## config.mk

```make
export PLATFORM = sky130hd
export DESIGN_NAME = bcx_acc
export DESIGN_NICKNAME = d
export VERILOG_FILES = /design/src/rtl/bcx_pkg.sv /design/src/rtl/bcx_acc.sv
export SDC_FILE = /design/constraint.sdc
export NUM_CORES = 1
export LEC_CHECK = 0
export ABC_CLOCK_PERIOD_IN_PS = 23400
export BUFFER_PORTS_ARGS = -buffer_cell sky130_fd_sc_hd__buf_4
export CAP_MARGIN = 10
export CELL_PAD_IN_SITES_DETAIL_PLACEMENT = 1
export CELL_PAD_IN_SITES_GLOBAL_PLACEMENT = 1
export CORE_MARGIN = 3
export CORE_UTILIZATION = 36
export CTS_CLUSTER_DIAMETER = 30
export CTS_CLUSTER_SIZE = 40
export DETAILED_ROUTE_END_ITERATION = 10
export GPL_TIMING_DRIVEN = 0
export PLACE_DENSITY = 0.71
export SYNTH_ARGS = -nofsm -noshare
export SYNTH_HDL_FRONTEND = slang
export SYNTH_SLANG_ARGS = --single-unit
export TNS_END_PERCENT = 100
```

## constraint.sdc

```tcl
create_clock -name i_clk -period 23.4 [get_ports i_clk]
set_input_delay 4.68 -clock i_clk [delete_from_list [all_inputs] [get_ports i_clk]]
set_output_delay 4.68 -clock i_clk [all_outputs]
set_load 0.02 [all_outputs]
```

## src/rtl/bcx_pkg.sv

```systemverilog
// Shared types, constants and the popcount function for the binary 3x3 conv block.
// No dependencies; every other file imports this package.
package bcx_pkg;

    // Fixed field widths
    localparam int WORD_BITS = 32;
    localparam int TAPS      = 9;
    localparam int TAP_W     = 4;
    localparam int CH_W      = 5;
    localparam int POS_W     = 5;
    localparam int SUM_W     = 9;
    localparam int PC_W      = $clog2(WORD_BITS + 1);
    localparam int MAX_SUM   = TAPS * WORD_BITS;

    // Defaults for the top-level parameters
    localparam int DEF_OUT_CHANNELS = 32;
    localparam int DEF_IMG_ROWS     = 32;
    localparam int DEF_IMG_COLS     = 32;

    // Request kinds
    typedef enum logic {
        FUNC_WEIGHT = 1'b0,
        FUNC_PIXEL  = 1'b1
    } t_func;

    // Ones count of a nibble
    localparam logic [2:0] NIBBLE_ONES [16] = '{
        3'd0, 3'd1, 3'd1, 3'd2, 3'd1, 3'd2, 3'd2, 3'd3,
        3'd1, 3'd2, 3'd2, 3'd3, 3'd2, 3'd3, 3'd3, 3'd4
    };

    // One tap step travelling from the sequencer to the accumulate unit
    typedef struct packed {
        logic              valid;
        logic              first;
        logic              last_tap;
        logic              last_ch;
        logic [TAP_W-1:0]  tap;
        logic [CH_W-1:0]   channel;
    } t_acc_ctl;

    // Finished channel sum from the accumulate unit
    typedef struct packed {
        logic              valid;
        logic              last;
        logic [CH_W-1:0]   channel;
        logic [SUM_W-1:0]  sum;
    } t_acc_res;

    // Count of set bits, one nibble lookup per step
    function automatic logic [PC_W-1:0] popcount_word(input logic [WORD_BITS-1:0] w);
        logic [PC_W-1:0] n;
        n = '0;
        for (int i = 0; i < WORD_BITS / 4; i++) begin
            n = n + PC_W'(NIBBLE_ONES[w[4*i +: 4]]);
        end
        return n;
    endfunction

endpackage

```

## src/rtl/bcx_acc.sv

```systemverilog
// Shared XNOR/popcount accumulate unit: one tap per cycle against the latched window, unless stalled.
// Depends on bcx_pkg.
module bcx_acc
    import bcx_pkg::*;
(
    input  logic                              i_clk,
    input  logic                              i_rst_n,
    input  logic                              i_en,
    input  logic                              i_load,
    input  logic [TAPS-1:0][WORD_BITS-1:0]    i_win,
    input  t_acc_ctl                          i_ctl,
    input  logic [WORD_BITS-1:0]              i_wdata,
    output t_acc_res                          o_res,
    output logic                              o_busy
);
    logic [WORD_BITS-1:0] r_win [TAPS];
    t_acc_ctl             r_ctl;
    logic [SUM_W-1:0]     r_acc;
    logic [WORD_BITS-1:0] match;
    logic [PC_W-1:0]      pc;
    logic [SUM_W-1:0]     sum;

    // Window captured when a pixel completes an interior position
    always_ff @(posedge i_clk) begin
        if (i_load) begin
            for (int t = 0; t < TAPS; t++) begin
                r_win[t] <= i_win[t];
            end
        end
    end

    // Control travels alongside the registered weight read
    always_ff @(posedge i_clk) begin
        if (!i_rst_n) begin
            r_ctl <= '0;
        end else if (i_en) begin
            r_ctl <= i_ctl;
        end
    end

    // Matching bits of this tap added to the running channel sum
    assign match = ~(r_win[r_ctl.tap] ^ i_wdata);
    assign pc    = popcount_word(match);
    assign sum   = (r_ctl.first ? '0 : r_acc) + SUM_W'(pc);

    always_ff @(posedge i_clk) begin
        if (i_en && r_ctl.valid) begin
            r_acc <= sum;
        end
    end

    assign o_res.valid   = r_ctl.valid && r_ctl.last_tap;
    assign o_res.last    = r_ctl.last_ch;
    assign o_res.channel = r_ctl.channel;
    assign o_res.sum     = sum;
    assign o_busy        = r_ctl.valid;
endmodule

```

# [After elaboration in Yosys (flattened, before gate mapping)]
# Memories as Yosys holds them, arrays and structs flattened. A register that Yosys moved wholly into a read port is not among the register bits.
# Index checks and enable logic that the tools add are counted.
[word_totals] elab_cells=65 output_inout_bits=17 memories=9 ramBits=288 romBits=384 ff_bits=22 latch_bits=0
[mem_list] memory="r_win" depth=9 word_bits=32 read_ports=1 rd_clocked_by_memory_dff=1 wr=9 line="bcx_acc.sv:16" rtl="logic [WORD_BITS-1:0] r_win [TAPS];"
[mem_list] memory="(name not given)" depth=16 word_bits=3 read_ports=1 rd_clocked_by_memory_dff=0 wr=0 line="bcx_pkg.sv:55" rtl="n = n + PC_W'(NIBBLE_ONES[w[4*i +: 4]]);"
[mem_list] memory="(name not given)" depth=16 word_bits=3 read_ports=1 rd_clocked_by_memory_dff=0 wr=0 line="bcx_pkg.sv:55"
[mem_list] memory="(name not given)" depth=16 word_bits=3 read_ports=1 rd_clocked_by_memory_dff=0 wr=0 line="bcx_pkg.sv:55"
[mem_list] memory="(name not given)" depth=16 word_bits=3 read_ports=1 rd_clocked_by_memory_dff=0 wr=0 line="bcx_pkg.sv:55"
[mem_list] memory="(name not given)" depth=16 word_bits=3 read_ports=1 rd_clocked_by_memory_dff=0 wr=0 line="bcx_pkg.sv:55"
[mem_list] memory="3 more memories"
[op_classes] eq_ne=0 n_reduce_logical=2 n_addsub=8 n_mul=0 n_shift=0 bitwise=10 n_mux=21 div_mod_pow=0 order_cmp=8
[op_table] cell="two-way mux 3 bit" count=16
[op_table] cell=">= comparator 5 bit (second input constant)" count=8
[op_table] cell="inverter 4 -> 5 bit" count=8
[op_table] cell="inverter 32 bit" count=1
[op_table] cell="bitwise XOR 32 bit" count=1
[op_table] cell="adder 6 x 3 -> 6 bit" count=4
[op_table] cell="adder 9 x 6 -> 9 bit" count=1
[op_table] cell="two-way mux 9 bit" count=1
[op_table] cell="two-way mux 4 bit" count=2
[op_table] cell="adder 5 x 3 -> 6 bit" count=1
[op_table] cell="adder 4 x 3 -> 5 bit" count=1
[op_table] cell="adder 3 x 3 -> 4 bit" count=1
[op_table] cell="logical AND 1 bit" count=2
[op_table] cell="two-way mux 1 bit" count=2

# [Logic depth before layout (Yosys ltp)]
[depth] word_depth=14 ltp_mapped=30 mapped_depth_nobuf=26

# [Least setup slack after synthesis]
# No wires, ideal clock.
[synth_timing] path_type="in2out" from="input i_wdata[17]" to="output o_res[8] (netlist name)" arrival_ns=9.589 required_time_ns=18.720 n_path_buf=0 stages=21 path_slack_ns=9.131 cell_sequence="xnor2_1 -> ha_1 -> xor2_1 -> fa_1 -> inv_1 -> fa_1 -> fa_1 -> fa_1 -> nor3_1 -> o21ai_1 -> o41a_1 -> nand3b_1 -> fa_1 -> a21o_1 -> a21oi_1 -> o21bai_1 -> a21oi_1 -> nor2b_1 -> o21ai_0 -> xor2_1 -> nor2_1"
[synth_lines] item="from (decl)" line="bcx_acc.sv:12" rtl="input logic [WORD_BITS-1:0] i_wdata,"
[synth_lines] item="to (decl)" line="bcx_acc.sv:13" rtl="output t_acc_res o_res,"

==> results.py <==
metrics = {
    "run_status": {
        "status": "completed",
    },
    "layout": {
        "nets": 1576,
        "syn_to_final_growth_pct": 42.4,
        "fin_area_mm2": 0.0195,
        "final_layout_size_suffix_gt1_share_pct": 44.6,
    },
    "cts": {
        "clock_sinks": 314,
        "clk_latency_ns": 0.58,
        "clk_pin_slew_worst_paths_ns": 0.04,
        "post-cts-setup-buffer-count": 0,
        "htreeDepth": 3,
        "holdBufCountCts": 0,
        "clock_path_buffers": 3,
        "cts_tree": "built",
        "cts_buffers": 74,
        "root_buffer": "clkbuf_16",
        "cts_resized": 0,
    },
    "timing": {
        "skew_ns": 0.0328,
        "max-slew-margin-rel_pct": 40.9,
        "hold_viol_final": 0,
        "rsz0062_at_grt": "false",
        "period_minus_slack_ns": 14.99,
        "fin_tns_setup_ns": 0,
        "setup_violations": 0,
        "fin_crit_sh_pct": 64.1,
        "worstMarginPinSlew_ns": 0.887,
        "timing.fmax_mhz": 66.7,
        "maxSlewViolCount": 0,
    },
    "drt": {
        "drt_wl_total_um": 37900,
        "dr_total_vias": 8227,
        "routed_via_density": 4.68,
        "ant_nets": 0,
        "drt-pass1-iter-count": 4,
        "route.detailed.drc": 0,
        "first_iter_violations": 378,
        "post_drt_wl_per_cell_um": 21.5,
    },
    "flow_run": {
        "drv_cap": 0,
    },
    "synth": {
        "ys_types": 43,
        "synth_seq_area_share_pct": 67.8,
        "ys.flop_type": "edfxtp_1",
        "syn_area_per_cell_um2": 18.0,
        "synth_edf_count": 297,
        "synth_area_mm2": 0.0137,
        "yosys_warnings": 0,
        "synthCells": 760,
        "synth-async-reset-ratio_pct": 0,
        "ys_seq_elements": 314,
        "syn-num-nets": 1146,
    },
    "floorplan": {
        "ios": 354,
        "core_area_mm2": 0.0370,
        "fp.dieH_um": 201,
        "die-area_mm2": 0.0403,
        "die_w_um": 201,
        "rows": 70,
        "initial_core_util_pct": 36.9,
    },
    "global_route": {
        "globalRouteTotalUtil_pct": 18.7,
        "antenna_found_initial": 7,
        "grt_overflow_total": 0,
        "grt_pass1_wl_um": 56600,
        "grt_max_degree": 132,
        "first_global_vias": 9536,
    },
    "critical_path": {
        "crit_top_cell": "fa_1",
        "cp.arrival_ns": 10.31,
        "cpPeakStageDelay_ns": 0.60,
        "cpMaxStageDelayCell": "fa_1",
        "cp.required_ns": 18.72,
        "path_cells": "buf_4 > xnor2_1 > xor2_1 > xor2_1 > fa_1 > inv_1 > fa_1 > fa_1 > fa_1 > nor3_1 > o21ai_1 > o41a_1 > nand3b_1 > fa_1 > a21o_1 > a21oi_1 > o21bai_1 > a21oi_1 > nor2b_1 > o21ai_0 > xor2_1 > nor2_1 > buf_4",
        "worstSetupStartpointType": "primary input",
        "cp-end-kind": "output port",
        "worst-path-buf-inv": 3,
        "worstSetupPathType": "in -> out",
        "path_delay_family": "adder cells",
        "worst-path-max-fanout": 4,
    },
    "power": {
        "leakage_uw": 0.00770,
        "finalPower_uw": 3380,
        "peakVddDrop_mv": 0.322,
        "power_density_mw_per_mm2": 174,
    },
    "place": {
        "place_congestion": 0.769,
        "io_buffers": 352,
        "placed_cell_area_mm2": 0.0170,
        "dpl.hpwl_um": 27200,
    },
    "hold_path": {
        "hold_class": "reg -> reg",
    },
}
-- where the power goes --
group	internal, uW	switching [uW]	total, uW	leakage, uW
Clock	674	321	994	0.00119
Sequential	732	14.9	747	0.00304
Combinational	701	941	1640	0.00346
-- cells in the final DEF, fill, tap and decap left out, types with 10 or more instances in the layout --
cell type    n
nor3_1      10
xnor2_1     26
mux2i_1     44
buf_4      360
nand2_1     32
inv_1       39
ha_1        28
clkbuf_16   77
clkinv_2    12
mux4_2      62
dfxtp_1     17
nor2b_1     19
clkbuf_1    28
a21oi_1     19
nor2_1      18
fa_1        21
xor2_1      29
edfxtp_1   297
o21ai_0     22
-- cells by family (layout without fill, tap and decap cells) --
family	Yosys count	after routing	share of synthesized area (%)
fa+ha+maj	49	49	5.64
flops	314	314	67.8
other cells	0	7	0
compound gates	59	59	2.55
xor+xnor	57	57	3.93
simple gates	96	96	3.41
mux	112	112	14.3
buf+inv	73	561	2.38
-- state kept, by name, indices dropped and copies added (netlist names), named ones only --
name	flops
o_busy	1
r_ctl	6
r_acc	9
r_win	288
o_res	6
-- final cells by class --
type	count	area [um2]
clock inverters	41	435
multi-input cells	373	4080
well taps	504	631
inverters	39	146
flip-flops and latches	314	9260
plain buffers	34	179
diodes	7	17.5
repair buffers	354	2710
fillers	3541	17600
clock buffers	93	2010
-- stage by stage --
| stage | setup slack (ns) | cells | util [%] | hold slack [ns] |
|---|---|---|---|---|
| detailed placement | 8.37 | 1618 | 45.9 | 0.511 |
| finish | 8.41 | 1759 | 52.5 | 0.512 |
| CTS | 8.34 | 1752 | 52.5 | 0.519 |
| floorplan | 9.13 | 760 | - | 0.474 |
| global placement | 8.51 | 1616 | 45.7 | 0.493 |
| global route | 7.99 | 1759 | 52.5 | 0.557 |
-- worst paths after layout --
check	start	end	slack [ns]	cells after the start
setup / recovery	i_wdata[18]	o_res[8]	8.41	23
hold / removal	r_ctl[10]	r_ctl[10]	0.51	2
setup reg to reg	flip-flop	r_acc[8]	15.01	29
hold reg to reg	r_ctl[10]	r_ctl[10]	0.51	2
-- layer usage --
layer	share of wire, %	vias up	track usage (%)
met2	53	286	32.9
met4	3.9	0	9.11
li1	-	3807	-
met1	37	4053	20.5
met5	0	-	0
met3	6.5	81	5.85
-- synth_stat cells, drive strengths merged, types with 4 or more instances --
cell type,number,share of area [%]
o21ai,24,0.91
dfxtp,17,2.5
a31oi,4,0.18
mux4,64,11
a21oi,19,0.70
xor2,31,2.3
mux2i,46,3.6
buf,20,0.92
nor2b,19,0.87
and3,5,0.23
ha,28,2.6
xnor2,26,1.7
clkbuf,14,0.38
nor3,10,0.37
inv,39,1.1
nor2,18,0.49
nand2,32,0.88
fa,21,3.1
edfxtp,297,65
-- worst register-to-register path: cells and delay by family, from the launching register on --
| family | cells | cell delay (ns) |
|---|---|---|
| buf+inv | 5 | 1.83 |
| xor+xnor | 3 | 0.55 |
| flops | 1 | 0.31 |
| simple gates | 5 | 0.41 |
| fa+ha+maj | 6 | 2.96 |
| mux | 2 | 0.63 |
| compound gates | 8 | 1.44 |
Note: power is estimated with default switching activity, not from simulation.
